==> src/pcbs_pkg.sv <==
// ----------------------------------------------------------------------------
// pcbs_pkg
// Shared types, constants and the level/step table of the backlight stepper.
// ----------------------------------------------------------------------------
`timescale 1ns / 1ps
`default_nettype none

package pcbs_pkg;

  localparam int DEF_STEPS     = 32;
  localparam int TABLE_SIZE    = 21;
  localparam int TABLE_ENTRIES = 21;
  localparam int TBL_N = (TABLE_ENTRIES > TABLE_SIZE) ? TABLE_SIZE : TABLE_ENTRIES;

  localparam logic [6:0] STEP_UNKNOWN = 7'h7F;
  localparam logic [6:0] MAX_PERCENT  = 7'd100;

  // level * 255 / 100 is taken as (level * 255 * RECIP_100) >> SCALE_SHIFT.
  localparam logic [12:0] RECIP_100   = 13'd5243;
  localparam int          SCALE_SHIFT = 19;

  localparam logic [7:0] MAP_LEVEL [TABLE_SIZE] = '{
    8'd255, 8'd244, 8'd233, 8'd222, 8'd211, 8'd200, 8'd189, 8'd178, 8'd166,
    8'd154, 8'd141, 8'd127, 8'd113, 8'd99, 8'd85, 8'd71, 8'd57, 8'd43,
    8'd30, 8'd20, 8'd0
  };

  localparam logic [5:0] MAP_STEP [TABLE_SIZE] = '{
    6'd7, 6'd8, 6'd9, 6'd10, 6'd11, 6'd12, 6'd13, 6'd14, 6'd15,
    6'd17, 6'd19, 6'd21, 6'd23, 6'd24, 6'd26, 6'd28, 6'd29, 6'd30,
    6'd31, 6'd31, 6'd32
  };

  localparam int          ADDR_W      = 5;
  localparam logic [2:0] REG_DIM_THR  = 3'd0;
  localparam logic [2:0] REG_DIM_STEP = 3'd1;
  localparam logic [2:0] REG_HALF     = 3'd2;
  localparam logic [2:0] REG_HOLD     = 3'd3;
  localparam logic [2:0] REG_SETTLE   = 3'd4;

  typedef enum logic [1:0] {
    ACT_LOW    = 2'd0,
    ACT_HIGH   = 2'd1,
    ACT_PULSE  = 2'd2,
    ACT_SETTLE = 2'd3
  } action_t;

  typedef struct packed {
    logic [7:0]  dim_thr;
    logic [5:0]  dim_step;
    logic [9:0]  half_time;
    logic [15:0] hold_time;
    logic [15:0] settle_time;
  } cfg_t;

  typedef enum logic [2:0] {
    F_IDLE,
    F_SCALE,
    F_MAP,
    F_MOD,
    F_PUSH
  } front_state_t;

  typedef enum logic [2:0] {
    B_IDLE,
    B_RESET,
    B_WAKE,
    B_PULSE,
    B_SETTLE
  } back_state_t;

endpackage

`default_nettype wire

==> src/pcbs_if.sv <==
// ----------------------------------------------------------------------------
// pcbs_if
// Valid/ready channels for brightness requests and line actions.
// ----------------------------------------------------------------------------
`timescale 1ns / 1ps
`default_nettype none

interface pcbs_in_if;
  logic       valid;
  logic       ready;
  logic [6:0] brightness;
  logic       line_sampled_high;

  modport source (output valid, output brightness, output line_sampled_high, input ready);
  modport sink (input valid, input brightness, input line_sampled_high, output ready);
endinterface

interface pcbs_out_if;
  logic        valid;
  logic        ready;
  logic [1:0]  action;
  logic [15:0] duration;
  logic        final_res;

  modport source (output valid, output action, output duration, output final_res, input ready);
  modport sink (input valid, input action, input duration, input final_res, output ready);
endinterface

`default_nettype wire

==> src/pcbs_cfg.sv <==
// ----------------------------------------------------------------------------
// pcbs_cfg
// APB-style register file holding the stepper configuration.
// ----------------------------------------------------------------------------
`timescale 1ns / 1ps
`default_nettype none

module pcbs_cfg
  import pcbs_pkg::*;
(
  input  wire logic              clk,
  input  wire logic              rst_n,
  input  wire logic              psel,
  input  wire logic              penable,
  input  wire logic              pwrite,
  input  wire logic [ADDR_W-1:0] paddr,
  input  wire logic [31:0]       pwdata,
  output logic      [31:0]       prdata,
  output logic                   pready,
  output cfg_t                   cfg
);

  cfg_t       cfg_r;
  logic       wr_en;
  logic [2:0] idx;

  assign pready = 1'b1;
  assign wr_en  = psel & penable & pwrite;
  assign idx    = paddr[ADDR_W-1:2];
  assign cfg    = cfg_r;

  always_ff @(posedge clk) begin
    if (!rst_n) begin
      cfg_r.dim_thr     <= 8'd30;
      cfg_r.dim_step    <= 6'd31;
      cfg_r.half_time   <= 10'd3;
      cfg_r.hold_time   <= 16'd3000;
      cfg_r.settle_time <= 16'd1000;
    end else if (wr_en) begin
      unique case (idx)
        REG_DIM_THR:  cfg_r.dim_thr     <= pwdata[7:0];
        REG_DIM_STEP: cfg_r.dim_step    <= pwdata[5:0];
        REG_HALF:     cfg_r.half_time   <= pwdata[9:0];
        REG_HOLD:     cfg_r.hold_time   <= pwdata[15:0];
        REG_SETTLE:   cfg_r.settle_time <= pwdata[15:0];
        default: ;
      endcase
    end
  end

  always_comb begin
    unique case (idx)
      REG_DIM_THR:  prdata = 32'(cfg_r.dim_thr);
      REG_DIM_STEP: prdata = 32'(cfg_r.dim_step);
      REG_HALF:     prdata = 32'(cfg_r.half_time);
      REG_HOLD:     prdata = 32'(cfg_r.hold_time);
      REG_SETTLE:   prdata = 32'(cfg_r.settle_time);
      default:      prdata = 32'd0;
    endcase
  end

endmodule

`default_nettype wire

==> src/pcbs_front.sv <==
// ----------------------------------------------------------------------------
// pcbs_front
// Scales a request, maps it to a target step and plans the line sequence.
// ----------------------------------------------------------------------------
`timescale 1ns / 1ps
`default_nettype none

module pcbs_front
  import pcbs_pkg::*;
#(
  parameter int STEPS = DEF_STEPS,
  parameter int PW    = $clog2(STEPS)
) (
  input  wire logic      clk,
  input  wire logic      rst_n,
  input  wire cfg_t      cfg,
  pcbs_in_if.sink        in_bus,
  output logic           push,
  output logic [PW+1:0]  wdata,
  input  wire logic      full
);

  localparam int KS = ((63 + STEPS - 1) / STEPS) * STEPS;

  front_state_t state_r, state_nxt;
  logic [6:0]   cur_r;
  logic [14:0]  prod_r;
  logic         line_r;
  logic [7:0]   level_r;
  logic [6:0]   tgt_r;
  logic         hold_r;
  logic         wake_r;
  logic [7:0]   d_r;

  logic         accept;
  logic [6:0]   b_clamp;
  logic [27:0]  mul;
  logic [6:0]   tgt_map;
  logic [6:0]   tgt;
  logic         off;
  logic         unknown;
  logic         hold;
  logic         wake;
  logic [7:0]   cur_eff;
  logic         mod_done;

  assign accept   = in_bus.valid & in_bus.ready;
  assign b_clamp  = (in_bus.brightness > MAX_PERCENT) ? MAX_PERCENT : in_bus.brightness;
  assign mul      = 28'(prod_r) * 28'(RECIP_100);
  assign mod_done = (d_r < 8'(STEPS));

  always_comb begin
    tgt_map = '0;
    for (int i = TBL_N - 2; i >= 0; i--) begin
      if (level_r <= MAP_LEVEL[i] && level_r > MAP_LEVEL[i+1]) begin
        tgt_map = 7'(MAP_STEP[i]);
      end
    end
  end

  always_comb begin
    if (level_r == 8'd0) begin
      tgt = '0;
    end else if (level_r < cfg.dim_thr) begin
      tgt = 7'(cfg.dim_step);
    end else begin
      tgt = tgt_map;
    end
    off     = (tgt == 7'd0);
    unknown = (cur_r == STEP_UNKNOWN);
    hold    = off | (unknown & line_r);
    wake    = ~off & (hold | (cur_r == 7'd0));
    if (wake) begin
      cur_eff = 8'(STEPS);
    end else if (unknown) begin
      cur_eff = 8'hFF;
    end else begin
      cur_eff = 8'(cur_r);
    end
  end

  always_comb begin
    state_nxt = state_r;
    unique case (state_r)
      F_IDLE:  if (accept) state_nxt = F_SCALE;
      F_SCALE: state_nxt = F_MAP;
      F_MAP:   state_nxt = F_MOD;
      F_MOD:   if (mod_done) state_nxt = F_PUSH;
      F_PUSH:  if (!full) state_nxt = F_IDLE;
      default: state_nxt = F_IDLE;
    endcase
  end

  always_comb begin
    in_bus.ready = (state_r == F_IDLE);
    push         = (state_r == F_PUSH) & ~full;
    wdata        = {hold_r, wake_r, d_r[PW-1:0]};
  end

  always_ff @(posedge clk) begin
    if (!rst_n) begin
      state_r <= F_IDLE;
      cur_r   <= STEP_UNKNOWN;
    end else begin
      state_r <= state_nxt;
      if (push) begin
        cur_r <= tgt_r;
      end
    end
  end

  always_ff @(posedge clk) begin
    unique case (state_r)
      F_IDLE: begin
        if (accept) begin
          prod_r <= {b_clamp, 8'd0} - 15'(b_clamp);
          line_r <= in_bus.line_sampled_high;
        end
      end
      F_SCALE: level_r <= mul[SCALE_SHIFT+7:SCALE_SHIFT];
      F_MAP: begin
        tgt_r  <= tgt;
        hold_r <= hold;
        wake_r <= wake;
        d_r    <= off ? 8'd0 : (8'(tgt) + 8'(KS) - cur_eff);
      end
      F_MOD: begin
        if (!mod_done) begin
          d_r <= d_r - 8'(STEPS);
        end
      end
      default: ;
    endcase
  end

endmodule

`default_nettype wire

==> src/pcbs_fifo.sv <==
// ----------------------------------------------------------------------------
// pcbs_fifo
// Two-entry queue of planned sequences between planner and sequencer.
// ----------------------------------------------------------------------------
`timescale 1ns / 1ps
`default_nettype none

module pcbs_fifo #(
  parameter int W = 7
) (
  input  wire logic         clk,
  input  wire logic         rst_n,
  input  wire logic         push,
  input  wire logic [W-1:0] wdata,
  output logic              full,
  input  wire logic         pop,
  output logic [W-1:0]      rdata,
  output logic              empty
);

  logic [W-1:0] mem [2];
  logic         wr_ptr_r;
  logic         rd_ptr_r;
  logic [1:0]   count_r;

  assign full  = (count_r == 2'd2);
  assign empty = (count_r == 2'd0);
  assign rdata = mem[rd_ptr_r];

  always_ff @(posedge clk) begin
    if (push) begin
      mem[wr_ptr_r] <= wdata;
    end
  end

  always_ff @(posedge clk) begin
    if (!rst_n) begin
      wr_ptr_r <= 1'b0;
      rd_ptr_r <= 1'b0;
      count_r  <= 2'd0;
    end else begin
      if (push) wr_ptr_r <= ~wr_ptr_r;
      if (pop)  rd_ptr_r <= ~rd_ptr_r;
      case ({push, pop})
        2'b10:   count_r <= count_r + 2'd1;
        2'b01:   count_r <= count_r - 2'd1;
        default: count_r <= count_r;
      endcase
    end
  end

endmodule

`default_nettype wire

==> src/pcbs_back.sv <==
// ----------------------------------------------------------------------------
// pcbs_back
// Expands a planned sequence into line action words, one per ready cycle.
// ----------------------------------------------------------------------------
`timescale 1ns / 1ps
`default_nettype none

module pcbs_back
  import pcbs_pkg::*;
#(
  parameter int STEPS = DEF_STEPS,
  parameter int PW    = $clog2(STEPS)
) (
  input  wire logic          clk,
  input  wire logic          rst_n,
  input  wire cfg_t          cfg,
  input  wire logic [PW+1:0] rdata,
  input  wire logic          empty,
  output logic               pop,
  pcbs_out_if.source         out_bus
);

  back_state_t   state_r, state_nxt;
  logic          wake_r;
  logic [PW-1:0] cnt_r;
  logic          out_valid_r;
  action_t       act_r;
  logic [15:0]   dur_r;
  logic          fin_r;

  logic          emit;
  action_t       act_sel;
  logic [15:0]   dur_sel;

  function automatic back_state_t first_phase(logic h, logic w, logic [PW-1:0] c);
    back_state_t s;
    if (h) begin
      s = B_RESET;
    end else if (w) begin
      s = B_WAKE;
    end else if (c != '0) begin
      s = B_PULSE;
    end else begin
      s = B_SETTLE;
    end
    return s;
  endfunction

  assign emit = (state_r != B_IDLE) & (~out_valid_r | out_bus.ready);

  always_comb begin
    state_nxt = state_r;
    unique case (state_r)
      B_IDLE:   if (!empty) state_nxt = first_phase(rdata[PW+1], rdata[PW], rdata[PW-1:0]);
      B_RESET:  if (emit) state_nxt = first_phase(1'b0, wake_r, cnt_r);
      B_WAKE:   if (emit) state_nxt = first_phase(1'b0, 1'b0, cnt_r);
      B_PULSE:  if (emit && cnt_r == PW'(1)) state_nxt = B_SETTLE;
      B_SETTLE: if (emit) state_nxt = B_IDLE;
      default:  state_nxt = B_IDLE;
    endcase
  end

  always_comb begin
    pop     = (state_r == B_IDLE) & ~empty;
    act_sel = ACT_SETTLE;
    dur_sel = cfg.settle_time;
    unique case (state_r)
      B_RESET: begin
        act_sel = ACT_LOW;
        dur_sel = cfg.hold_time;
      end
      B_WAKE: begin
        act_sel = ACT_HIGH;
        dur_sel = 16'(cfg.half_time);
      end
      B_PULSE: begin
        act_sel = ACT_PULSE;
        dur_sel = 16'(cfg.half_time);
      end
      default: ;
    endcase
  end

  always_ff @(posedge clk) begin
    if (!rst_n) begin
      state_r     <= B_IDLE;
      out_valid_r <= 1'b0;
    end else begin
      state_r <= state_nxt;
      if (emit) begin
        out_valid_r <= 1'b1;
      end else if (out_bus.ready) begin
        out_valid_r <= 1'b0;
      end
    end
  end

  always_ff @(posedge clk) begin
    if (pop) begin
      wake_r <= rdata[PW];
      cnt_r  <= rdata[PW-1:0];
    end else if (emit && state_r == B_PULSE) begin
      cnt_r <= cnt_r - PW'(1);
    end
    if (emit) begin
      act_r <= act_sel;
      dur_r <= dur_sel;
      fin_r <= (state_r == B_SETTLE);
    end
  end

  assign out_bus.valid     = out_valid_r;
  assign out_bus.action    = act_r;
  assign out_bus.duration  = dur_r;
  assign out_bus.final_res = fin_r;

endmodule

`default_nettype wire

==> src/pulse_count_backlight_stepper.sv <==
// ----------------------------------------------------------------------------
// pulse_count_backlight_stepper
// Turns brightness requests into one-wire pulse-count line actions.
// ----------------------------------------------------------------------------
//   Channel   Direction  Handshake              Word
//   in_bus    in         valid/ready            brightness, line_sampled_high
//   out_bus   out        valid/ready            action, duration, final_res
//   cfg       in         APB psel/penable       five configuration registers
//
// The planner steps each request through SCALE, MAP, MOD (reducing d, below
// 190, by repeated subtraction of STEPS) and PUSH and takes no new one until
// PUSH is done; the sequencer sends one word per cycle while out_bus is ready.
// A two-entry queue lets the planner run ahead of the sequencer.
// Reset is synchronous, active low, and leaves the current step unknown.
// ----------------------------------------------------------------------------
`timescale 1ns / 1ps
`default_nettype none

module pulse_count_backlight_stepper
  import pcbs_pkg::*;
#(
  parameter int STEPS = DEF_STEPS
) (
  input  wire logic              clk,
  input  wire logic              rst_n,
  pcbs_in_if.sink                in_bus,
  pcbs_out_if.source             out_bus,
  input  wire logic              psel,
  input  wire logic              penable,
  input  wire logic              pwrite,
  input  wire logic [ADDR_W-1:0] paddr,
  input  wire logic [31:0]       pwdata,
  output logic      [31:0]       prdata,
  output logic                   pready
);

  localparam int PW = $clog2(STEPS);

  cfg_t          cfg;
  logic          push;
  logic          pop;
  logic          full;
  logic          empty;
  logic [PW+1:0] wdata;
  logic [PW+1:0] rdata;

  pcbs_cfg u_cfg (
    .clk     (clk),
    .rst_n   (rst_n),
    .psel    (psel),
    .penable (penable),
    .pwrite  (pwrite),
    .paddr   (paddr),
    .pwdata  (pwdata),
    .prdata  (prdata),
    .pready  (pready),
    .cfg     (cfg)
  );

  pcbs_front #(.STEPS(STEPS), .PW(PW)) u_front (
    .clk    (clk),
    .rst_n  (rst_n),
    .cfg    (cfg),
    .in_bus (in_bus),
    .push   (push),
    .wdata  (wdata),
    .full   (full)
  );

  pcbs_fifo #(.W(PW + 2)) u_fifo (
    .clk   (clk),
    .rst_n (rst_n),
    .push  (push),
    .wdata (wdata),
    .full  (full),
    .pop   (pop),
    .rdata (rdata),
    .empty (empty)
  );

  pcbs_back #(.STEPS(STEPS), .PW(PW)) u_back (
    .clk     (clk),
    .rst_n   (rst_n),
    .cfg     (cfg),
    .rdata   (rdata),
    .empty   (empty),
    .pop     (pop),
    .out_bus (out_bus)
  );

endmodule

`default_nettype wire

==> src/flat_wrapper.sv <==
// flat-port wrapper written by rule: the top's interface ports become plain ports
module pulse_count_backlight_stepper_flat import pcbs_pkg::*;
#(
  parameter int STEPS = DEF_STEPS
)
  (clk, rst_n, psel, penable, pwrite, paddr, pwdata, prdata, pready, in_bus_valid, in_bus_brightness, in_bus_line_sampled_high, in_bus_ready, out_bus_valid, out_bus_action, out_bus_duration, out_bus_final_res, out_bus_ready);
  pcbs_in_if in_bus_i ();
  pcbs_out_if out_bus_i ();
  input  wire logic clk;
  input  wire logic rst_n;
  input  wire logic psel;
  input  wire logic penable;
  input  wire logic pwrite;
  input  wire logic [ADDR_W-1:0] paddr;
  input  wire logic [31:0] pwdata;
  output logic      [31:0] prdata;
  output logic pready;
  input wire logic [$bits(in_bus_i.valid)-1:0] in_bus_valid;
  input wire logic [$bits(in_bus_i.brightness)-1:0] in_bus_brightness;
  input wire logic [$bits(in_bus_i.line_sampled_high)-1:0] in_bus_line_sampled_high;
  output wire logic [$bits(in_bus_i.ready)-1:0] in_bus_ready;
  output wire logic [$bits(out_bus_i.valid)-1:0] out_bus_valid;
  output wire logic [$bits(out_bus_i.action)-1:0] out_bus_action;
  output wire logic [$bits(out_bus_i.duration)-1:0] out_bus_duration;
  output wire logic [$bits(out_bus_i.final_res)-1:0] out_bus_final_res;
  input wire logic [$bits(out_bus_i.ready)-1:0] out_bus_ready;
  assign in_bus_i.valid = in_bus_valid;
  assign in_bus_i.brightness = in_bus_brightness;
  assign in_bus_i.line_sampled_high = in_bus_line_sampled_high;
  assign in_bus_ready = in_bus_i.ready;
  assign out_bus_valid = out_bus_i.valid;
  assign out_bus_action = out_bus_i.action;
  assign out_bus_duration = out_bus_i.duration;
  assign out_bus_final_res = out_bus_i.final_res;
  assign out_bus_i.ready = out_bus_ready;
  pulse_count_backlight_stepper #(.STEPS(STEPS)) u_core (.clk(clk), .rst_n(rst_n), .in_bus(in_bus_i), .out_bus(out_bus_i), .psel(psel), .penable(penable), .pwrite(pwrite), .paddr(paddr), .pwdata(pwdata), .prdata(prdata), .pready(pready));
endmodule
==> config.mk <==
export PLATFORM = sky130hd
export DESIGN_NAME = pulse_count_backlight_stepper_flat
export DESIGN_NICKNAME = d
export VERILOG_FILES = /design/src/pcbs_pkg.sv /design/src/pcbs_if.sv /design/src/pcbs_cfg.sv /design/src/pcbs_front.sv /design/src/pcbs_fifo.sv /design/src/pcbs_back.sv /design/src/pulse_count_backlight_stepper.sv /design/src/flat_wrapper.sv
export SDC_FILE = /design/constraint.sdc
export NUM_CORES = 1
export LEC_CHECK = 0
export BUFFER_PORTS_ARGS = -buffer_cell sky130_fd_sc_hd__buf_4
export CORE_MARGIN = 5
export CORE_UTILIZATION = 35
export DETAILED_ROUTE_END_ITERATION = 7
export SYNTH_ARGS = -nofsm -noshare
export SYNTH_HDL_FRONTEND = slang
export SYNTH_SLANG_ARGS = --single-unit
export TNS_END_PERCENT = 10
==> constraint.sdc <==
create_clock -name clk -period 7.3 [get_ports clk]
set_clock_uncertainty 0.15 [all_clocks]
set_input_delay 0.73 -clock clk [delete_from_list [all_inputs] [get_ports clk]]
set_output_delay 0.73 -clock clk [all_outputs]
set_load 0.01 [all_outputs]
==> impl_metrics.json, run 1 <==
{
  "status": "completed",
  "syn_avg_cell_area_um2": 9.762,
  "grt_use_total_pct": 13.99,
  "start_util_pct": 35.25,
  "rsz0062_at_grt": "no",
  "ys_top_cells_by_area": "edfxtp_1 21%, dfxtp_1 13%, ha_1 13%, fa_1 12%, nand2_1 4.9%",
  "numPortBuffers": 70,
  "finalWeightedCongestion": 0.7934,
  "post-cts-setup-buffer-count": 0,
  "finalSetupViolCount": 0,
  "end_kind": "flip-flop",
  "ioPinCount": 106,
  "min_period_ps": 5654,
  "worst_path_largest_cell_delay_ps": 550,
  "max-cap-violations": 0,
  "dieArea_um2": 36230,
  "r2r-end": "u_core.u_front.level_r[7]$_DFFE_PP_",
  "layout.nets": 1448,
  "diodes": 0,
  "seq_area_frac_synth_pct": 34.03,
  "grt-ovfl-total": 0,
  "area_growth_pct": 12.94,
  "endpoint": "u_core.u_front.level_r[7]$_DFFE_PP_",
  "cp-start-kind": "flip-flop",
  "synth_common_cells": "150 x nand2_1, 141 x inv_1, 118 x ha_1",
  "peakVddDrop_mv": 0.2895,
  "worst-setup-path-type": "flip-flop to flip-flop",
  "drcViolationCount": 0,
  "ys_warn_count": 0,
  "ctsResizeCount": 0,
  "tritoncts": "done",
  "path_max_fanout": 6,
  "holdBufCountCts": 0,
  "ys_async_sr_fraction_pct": 0,
  "die_h_um": 190.3,
  "place.detailed.hpwl_mm": 18.85,
  "pwr_density_cell_nw_per_um2": 525.7,
  "wl_per_cell_um": 14.91,
  "grt_pass1_vias": 7933,
  "wl_mm": 24.80,
  "slowest_stage": "fa_1",
  "syn_area_um2": 11380,
  "min_period_over_period_pct": 77.45,
  "setup_slack_ps": 1646,
  "grt_max_degree": 76,
  "rr_worst_depth": 18,
  "clock_path_buffers": 2,
  "yosysTopAreaCell": "edfxtp_1",
  "vias": 8135,
  "crit_arrival_ps": 5670,
  "clock-sinks": 154,
  "rows": 66,
  "syn_inst": 1166,
  "firstDrtPassIters": 5,
  "slew_violations": 0,
  "setup_tns_ps": 0,
  "maxSlewHeadroom_pct": 33.24,
  "p_leak_nw": 5.495,
  "cp.required_ps": 7320,
  "max_freq_mhz": 176.9,
  "min_path_type": "flip-flop to flip-flop",
  "r2r-start": "u_core.u_front.prod_r[8]$_DFFE_PP_",
  "tightest_slew_ps": 993.2,
  "cts_inserted_buffers": 17,
  "antenna_found_initial": 0,
  "synth_seq_cells": 154,
  "post-place-ws_ps": 1608,
  "drive_gt1_share_pct": 11.05,
  "synth_flop_cell": "edfxtp_1",
  "grt_pass1_wl_mm": 41.37,
  "synth-edff-count": 79,
  "synthDistinctLibCells": 75,
  "finalHoldViolations": 0,
  "h-tree-depth": 4,
  "yosysTopAreaCellShare_pct": 20.84,
  "worstPathCellList": "ha_1, inv_1, fa_1, inv_1, fa_1, inv_1, fa_1, fa_1, inv_1, ha_1, a21o_1, a2111oi_0, a211oi_1, o41ai_2, nand3_2, a31o_2, a21oi_2, xnor2_1",
  "die_x_um": 190.3,
  "vias_per_cell": 4.889,
  "clk_pin_slew_worst_paths_ps": 70,
  "startpoint": "u_core.u_front.prod_r[8]$_DFFE_PP_",
  "synth.most_common_cell": "nand2_1",
  "ff2ff_setup_slack_ps": 1650,
  "core_area_um2": 32290,
  "drt-initial-drc-count": 490,
  "postRouteAntennaNets": 0,
  "worstSkewPairLatency_ps": 430,
  "cts-root-buf": "clkbuf_16"
}
-- critical path, delay by kind of cell, from the launching register on --
kind            cells  cell delay, ps
buf+inv             4             220
simple gates        1             140
xor+xnor            1              70
fa+ha+maj           6            2700
compound gates      6            1590
flops               1             540
-- placed cells by master (no fill, tap or decap), types with 7 or more instances in the layout --
cell | netlist | final
a21boi_0 | 29 | 29
a21o_1 | 10 | 10
a21oi_1 | 21 | 21
a22oi_1 | 29 | 29
a31oi_1 | 8 | 8
and2_1 | 10 | 10
buf_4 | 18 | 75
clkbuf_16 | 0 | 19
conb_1 | 2 | 17
dfxtp_1 | 75 | 75
edfxtp_1 | 79 | 79
fa_1 | 69 | 69
ha_1 | 118 | 118
inv_1 | 141 | 141
mux2_2 | 8 | 8
mux2i_1 | 35 | 35
nand2_1 | 150 | 150
nand2b_1 | 12 | 12
nand3_1 | 28 | 28
nor2_1 | 44 | 44
nor2b_1 | 22 | 22
nor3_1 | 20 | 20
o21ai_0 | 44 | 44
o22ai_1 | 7 | 7
o31ai_1 | 9 | 9
xnor2_1 | 18 | 18
xor2_1 | 13 | 13
-- cell type report --
type	instances	area, um^2
Timing Repair Buffer	75	563.0
Clock buffer	22	496.7
Clock inverter	10	127.6
Tap cell	442	553.0
Fill cell	3165	19430
Sequential cell	154	3874
Inverter	141	529.3
Multi-Input combinational cell	820	6711
-- power breakdown --
part,total [W],switching (W),internal [W]
sequential,0.00153,0.000252,0.00128
clock,0.000936,0.000376,0.000560
combinational,0.00429,0.00232,0.00197
-- sequential cells by signal (all words and copies together), names as in the netlist, named ones only --
| register | flops |
|---|---|
| u_core.u_fifo.count_r | 2 |
| u_core.u_front.hold_r | 1 |
| u_core.u_front.level_r | 8 |
| u_core.u_front.cur_r | 7 |
| u_core.u_fifo.wr_ptr_r | 1 |
| u_core.u_fifo.rd_ptr_r | 1 |
| u_core.u_front.prod_r | 15 |
| u_core.u_back.out_bus.valid | 1 |
| u_core.u_back.out_bus.duration | 16 |
| u_core.u_back.out_bus.action | 2 |
| u_core.u_back.state_r | 3 |
| u_core.u_back.wake_r | 1 |
| u_core.u_front.line_r | 1 |
| u_core.u_front.tgt_r | 6 |
| u_core.u_back.out_bus.final_res | 1 |
| u_core.u_cfg.cfg | 56 |
| u_core.u_back.cnt_r | 5 |
| u_core.u_fifo.mem | 14 |
| u_core.u_front.wake_r | 1 |
| u_core.u_front.d_r | 8 |
| u_core.u_front.state_r | 3 |
-- worst min-delay path by stage --
stage / start / endpoint / slack (ps) / cells past startpoint
finish: u_core.u_front.hold_r$_DFFE_PP_ / u_core.u_fifo.mem[1][6]$_DFFE_PP_ / 290 / 0
global route: u_core.u_front.hold_r$_DFFE_PP_ / u_core.u_fifo.mem[1][6]$_DFFE_PP_ / 310 / 0
CTS: u_core.u_front.hold_r$_DFFE_PP_ / u_core.u_fifo.mem[1][6]$_DFFE_PP_ / 290 / 0
detailed placement: u_core.u_front.hold_r$_DFFE_PP_ / u_core.u_fifo.mem[1][6]$_DFFE_PP_ / 280 / 0
global placement: u_core.u_front.wake_r$_DFFE_PP_ / u_core.u_fifo.mem[0][5]$_DFFE_PP_ / 280 / 0
floorplan: u_core.u_front.d_r[0]$_DFFE_PP_ / u_core.u_fifo.mem[0][0]$_DFFE_PP_ / 270 / 0
-- metrics by stage --
stage / hold WS, ps / total power [W] / utilization, % / instance area, um^2 / instances
6_report: 288.0 / 0.006757 / 39.81 / 12850 / 1664
5_1_grt: 306.8 / 0.007627 / 39.81 / 12850 / 1664
4_1_cts: 290.5 / 0.006856 / 39.81 / 12850 / 1664
3_5_place_dp: 280.8 / 0.005875 / 37.88 / 12230 / 1632
3_3_place_gp: 276.2 / 0.005789 / 37.88 / 12230 / 1632
2_1_floorplan: 271.5 / 0.004850 / - / 11440 / 1181
-- cells by family after synthesis --
family,synth area share (%)
simple gates,13.96
compound gates,12.97
buf+inv,7.607
fa+ha+maj,25.11
flops,34.03
mux,3.869
xor+xnor,2.385
other cells,0.06598
-- routing by layer --
metal | wire [um] | up-vias | global-route usage [%]
li1 | - | 4072 | -
met1 | 11650 | 3876 | 19.48
met2 | 11820 | 163 | 22.89
met3 | 964 | 24 | 1.977
met4 | 365 | 0 | 3.840
met5 | 0 | - | 0
(Power assumes the default switching activity.)
==> run 2, diff against run 1 <==
==> constraint.sdc (replaced) <==
create_clock -name clk -period 5.49 [get_ports clk]
set_clock_uncertainty 0.15 [all_clocks]
set_input_delay 0.549 -clock clk [delete_from_list [all_inputs] [get_ports clk]]
set_output_delay 0.549 -clock clk [all_outputs]
set_load 0.01 [all_outputs]
==> run 2 against run 1 <==
- non-clock buffer count is 31 higher
- count of clock-buffer cells in the layout is 4 lower
- clock power is 27% higher
- fmax is 6.5% higher
- routed wire length is 4.8% higher
- largest power group unchanged
- die area stayed put
- cell count is 1.9% higher
- sequential share of layout area is 0.73 points lower
- via count is 2.5% higher
- combinational power is 49% higher
- register-to-register slack worse by 1500 ps
- worst hold slack worse by 130 ps
==> impl_metrics.json, run 2 (synthesized netlist as in run 1, its figures left out) <==
{
  "p_leak_nw": 5.640,
  "grt_use_total_pct": 14.28,
  "sw_frac_of_total_pct": 44.61,
  "largest_reg_flops": 56,
  "place.detailed.hpwl_mm": 19.58,
  "crit_arrival_ps": 5330,
  "h-tree-depth": 4,
  "finalSetupViolCount": 0,
  "final_common_cell": "nand2_1",
  "holdBufCountCts": 0,
  "wl_mm": 25.99,
  "setup_tns_ps": 0,
  "drt-initial-drc-count": 424,
  "clk_pin_slew_worst_paths_ps": 70,
  "slowest_stage": "fa_1",
  "total_power_w": 0.009530,
  "layoutNonFillerInstCount": 1695,
  "die_x_um": 190.3,
  "cp.required_ps": 5520,
  "area_growth_pct": 15.74,
  "path_max_fanout": 5,
  "cp-start-kind": "flip-flop",
  "switchingPower_w": 0.004251,
  "wl_per_cell_um": 15.33,
  "worst-setup-path-type": "flip-flop to flip-flop",
  "grt_pass1_wl_mm": 42.35,
  "min_path_type": "input port to flip-flop",
  "postRouteAntennaNets": 0,
  "pwr_density_cell_nw_per_um2": 723.4,
  "dp.cells": 1645,
  "status": "completed",
  "rows": 66,
  "worst_path_largest_cell_delay_ps": 510,
  "peakVddDrop_mv": 0.4351,
  "comb_power_share_pct": 67.3,
  "grt-ovfl-total": 0,
  "dieArea_um2": 36230,
  "ioPinCount": 106,
  "grt_pass1_vias": 8197,
  "holdWs_ps": 153.6,
  "clock-sinks": 154,
  "min_period_ps": 5307,
  "numPortBuffers": 70,
  "cts-root-buf": "clkbuf_16",
  "worstPathCellList": "buf_4, ha_1, inv_1, fa_1, fa_1, inv_1, fa_1, fa_1, ha_1, o21ai_1, a211oi_1, o211a_4, or4_4, a21oi_1, o21ai_0, and3_2",
  "finalWeightedCongestion": 0.8387,
  "drive_gt1_share_pct": 14.05,
  "cts_inserted_buffers": 17,
  "maxSlewHeadroom_pct": 31.41,
  "layout.nets": 1479,
  "drcViolationCount": 0,
  "final_cell_mix": "150 x nand2_1, 141 x inv_1, 112 x ha_1, 103 x buf_4, 79 x edfxtp_1",
  "core_area_um2": 32290,
  "diodes": 0,
  "slew_violations": 0,
  "min_period_over_period_pct": 96.66,
  "tightest_slew_ps": 1020,
  "tritoncts": "done",
  "firstDrtPassIters": 5,
  "grt_max_degree": 76,
  "rsz0062_at_grt": "no",
  "sequentialPowerShare_pct": 20.2,
  "max-cap-violations": 0,
  "p_clk_share_pct": 12.5,
  "clock_path_buffers": 2,
  "vias_per_cell": 4.920,
  "start_util_pct": 35.25,
  "end_kind": "flip-flop",
  "worstSkewPairLatency_ps": 420,
  "finalHoldViolations": 0,
  "cpMostUsedCell": "fa_1",
  "vias": 8339,
  "antenna_found_initial": 0,
  "max_freq_mhz": 188.4,
  "p_int_w": 0.005279,
  "die_h_um": 190.3
}
-- run 2: cell count changes in the layout (fill, tap and decap cells not counted), sizes merged --
cell	delta
clkinvlp	-1
bufinv	-1
buf	+31
clkinv	+1
clkbuf	-4
inv	+5
-- run 2: worst paths after layout --
path | start | to | slack [ps] | cells after the start
worst max register to register | u_core.u_front.prod_r[10]$_DFFE_PP_ | u_core.u_front.level_r[2]$_DFFE_PP_ | 180 | 16
worst max-delay path | u_core.u_front.prod_r[10]$_DFFE_PP_ | u_core.u_front.level_r[2]$_DFFE_PP_ | 180 | 16
worst min register to register | u_core.u_front.wake_r$_DFFE_PP_ | u_core.u_fifo.mem[1][5]$_DFFE_PP_ | 300 | 0
worst min-delay path | in_bus_line_sampled_high | u_core.u_front.line_r$_DFFE_PP_ | 150 | 1
-- run 2: metrics by stage --
stage | setup WS (ps) | cell area, um^2 | util (%)
2_1_floorplan | 258.1 | 11440 | -
3_3_place_gp | 185.5 | 12330 | 38.18
3_5_place_dp | 78.99 | 12330 | 38.18
4_1_cts | 46.93 | 12910 | 39.99
5_1_grt | 0.5507 | 13170 | 40.80
6_report | 183.4 | 13170 | 40.80
-- run 2: what timing repair did --
| item | 4_1_cts | 5_1_grt |
|---|---|---|
| setup endpoints to repair | 0 | 4 |
| resized for setup | 0 | 15 |
| setup buffers | 0 | 18 |
-- run 2: area by class of cell --
cell class / instances / area, um^2
clock inverters: 14 / 156.4
well taps: 442 / 553.0
multi-input cells: 820 / 6817
clock buffers: 18 / 429.2
repair buffers: 106 / 815.8
inverters: 141 / 529.3
flip-flops and latches: 154 / 3874
fillers: 3125 / 19110
-- run 2: layer usage --
layer / track usage (%) / part of all wire, %
met5: 0 / 0
met2: 23.44 / 47
met3: 2.014 / 4.4
met1: 19.88 / 47
met4: 3.785 / 1.2
-- run 2: critical path, delay by kind of cell (launching register included) --
kind	cells	cell delay, ps
fa+ha+maj	6	2580
compound gates	5	900
simple gates	2	700
flops	1	440
buf+inv	3	300
-- run 2: power groups by stage --
stage          logic, W  clock network [W]  registers (W)
3_5_place_dp    0.00595                  0        0.00196
5_1_grt         0.00741            0.00126        0.00196
6_report        0.00641            0.00119        0.00193
3_3_place_gp    0.00580                  0        0.00195
2_1_floorplan   0.00458                  0        0.00187
4_1_cts         0.00601            0.00122        0.00193
==> run 3, diff against run 2 <==
--- a/config.mk
+++ b/config.mk
@@ -5,7 +5,7 @@
 export SDC_FILE = /design/constraint.sdc
 export NUM_CORES = 1
 export LEC_CHECK = 0
-export BUFFER_PORTS_ARGS = -buffer_cell sky130_fd_sc_hd__buf_4
+export BUFFER_PORTS_ARGS = -buffer_cell sky130_fd_sc_hd__buf_2
 export CORE_MARGIN = 5
 export CORE_UTILIZATION = 35
 export DETAILED_ROUTE_END_ITERATION = 7
==> run 3 against run 2 <==
- routed wire length down 2.0%
- design area down 2.7%
- utilization down 1.1 points
- sequential share of layout area up 0.80 points
- non-clock buffer count down 9
- worst hold slack better by 3.8 ps
- largest cell class unchanged
- critical path depth up 3
- sequential power up 2%
- register-to-register slack better by 40 ps
==> impl_metrics.json, run 3 (synthesized netlist as in run 1, its figures left out) <==
{
  "finalWeightedCongestion": 0.8637,
  "cp-start-kind": "flip-flop",
  "postRouteAntennaNets": 0,
  "layout.nets": 1470,
  "setup_tns_ps": 0,
  "multi_input_area_um2": 6729,
  "area_growth_pct": 12.66,
  "pwr_density_cell_nw_per_um2": 712.4,
  "finalSetupViolCount": 0,
  "max_freq_mhz": 189.9,
  "diodes": 0,
  "place.detailed.hpwl_mm": 19.23,
  "h-tree-depth": 4,
  "grt_use_total_pct": 14.17,
  "sw_frac_of_total_pct": 44.21,
  "ioPinCount": 106,
  "vias_per_cell": 4.907,
  "worstSkewPairLatency_ps": 420,
  "path_max_fanout": 3,
  "largest_reg_flops": 56,
  "clk_pin_slew_worst_paths_ps": 70,
  "final_common_cell": "nand2_1",
  "drt-initial-drc-count": 518,
  "final_util_pct": 39.72,
  "start_util_pct": 35.25,
  "cts-root-buf": "clkbuf_16",
  "wl_mm": 25.48,
  "finalHoldViolations": 0,
  "min_period_ps": 5265,
  "grt_pass1_wl_mm": 41.97,
  "drive_gt1_share_pct": 12.79,
  "holdBufCountCts": 0,
  "die_h_um": 190.3,
  "core_area_um2": 32290,
  "p_leak_nw": 5.535,
  "drcViolationCount": 0,
  "regArea_um2": 3874,
  "worst-setup-path-type": "flip-flop to flip-flop",
  "min_path_type": "input port to flip-flop",
  "grt-ovfl-total": 0,
  "vias": 8269,
  "fillCellCount": 3166,
  "grt_max_degree": 76,
  "crit_arrival_ps": 5280,
  "end_kind": "flip-flop",
  "min_period_over_period_pct": 95.91,
  "clock-sinks": 154,
  "maxSlewHeadroom_pct": 33.51,
  "setup_slack_ps": 224.5,
  "final_cell_mix": "150 x nand2_1, 141 x inv_1, 118 x ha_1, 79 x edfxtp_1, 75 x dfxtp_1",
  "holdWs_ps": 157.4,
  "tritoncts": "done",
  "p_clk_share_pct": 13.0,
  "numPortBuffers": 70,
  "slew_violations": 0,
  "rows": 66,
  "cts_inserted_buffers": 17,
  "max-cap-violations": 0,
  "cp.required_ps": 5500,
  "rsz0062_at_grt": "no",
  "switchingPower_w": 0.004039,
  "tightest_slew_ps": 989.2,
  "sequentialPowerShare_pct": 21.6,
  "clock_path_buffers": 2,
  "dieArea_um2": 36230,
  "peakVddDrop_mv": 0.4273,
  "wl_per_cell_um": 15.12,
  "status": "completed",
  "grt_pass1_vias": 8180,
  "antenna_found_initial": 0,
  "post-place-ws_ps": 125.9,
  "firstDrtPassIters": 6,
  "comb_power_share_pct": 65.4,
  "p_int_w": 0.005096,
  "die_x_um": 190.3
}
## run 3: power groups by stage
stage	clock [W]	combinational (W)	sequential (W)
after floorplan	0	0.00458	0.00187
after global placement	0	0.00573	0.00199
after detailed placement	0	0.00581	0.00200
after CTS	0.00122	0.00589	0.00197
after global routing	0.00127	0.00696	0.00201
final	0.00119	0.00598	0.00197
## run 3: metrics by stage
step	std cells	total power, W	area, um^2
after detailed placement	1646	0.007807	12160
final	1685	0.009135	12820
after global routing	1685	0.01024	12820
after floorplan	1181	0.006449	11440
after global placement	1646	0.007716	12160
after CTS	1677	0.009081	12750
## run 3: worst max-delay path, stage by stage, from the launching register on
cell       delay [ps]
edfxtp_1          400
ha_1              320
inv_1              60
fa_1              490
inv_1              50
fa_1              500
inv_1              50
fa_1              480
fa_1              540
inv_1              40
ha_1              310
a21o_1            190
a2111oi_2         380
a211oi_2           90
o41ai_2           200
buf_4             180
nand3_2            70
a31o_2            280
a21oi_2           140
xnor2_1            70
## run 3: worst paths after layout
path / endpoint / slack, ps / depth (start not counted) / start
setup reg to reg: u_core.u_front.level_r[7]$_DFFE_PP_ / 220 / 19 / u_core.u_front.prod_r[8]$_DFFE_PP_
setup / recovery: u_core.u_front.level_r[7]$_DFFE_PP_ / 220 / 19 / u_core.u_front.prod_r[8]$_DFFE_PP_
hold reg to reg: u_core.u_fifo.mem[1][2]$_DFFE_PP_ / 290 / 0 / u_core.u_front.d_r[2]$_DFFE_PP_
hold / removal: u_core.u_front.line_r$_DFFE_PP_ / 160 / 1 / in_bus_line_sampled_high
## run 3: timing repair
action                                  4_1_cts  5_1_grt
gates resized for setup                       0        6
setup buffers                                 0        8
endpoints found under the setup margin        0        3
## run 3: final cells by class
class / count / share of cell area [%]
inverters: 141 / 4.127
clock buffers: 21 / 3.766
multi-input cells: 820 / 52.47
clock inverters: 10 / 0.8001
repair buffers: 97 / 4.313
well taps: 442 / 4.313
flip-flops and latches: 154 / 30.21
## run 3: layer usage
| metal | share of wire [%] | GRT usage, % | wire length (um) |
|---|---|---|---|
| met4 | 0.93 | 3.039 | 238 |
| met1 | 47 | 19.21 | 11880 |
| met2 | 48 | 23.96 | 12210 |
| met3 | 4.5 | 2.343 | 1152 |
| met5 | 0 | 0 | 0 |
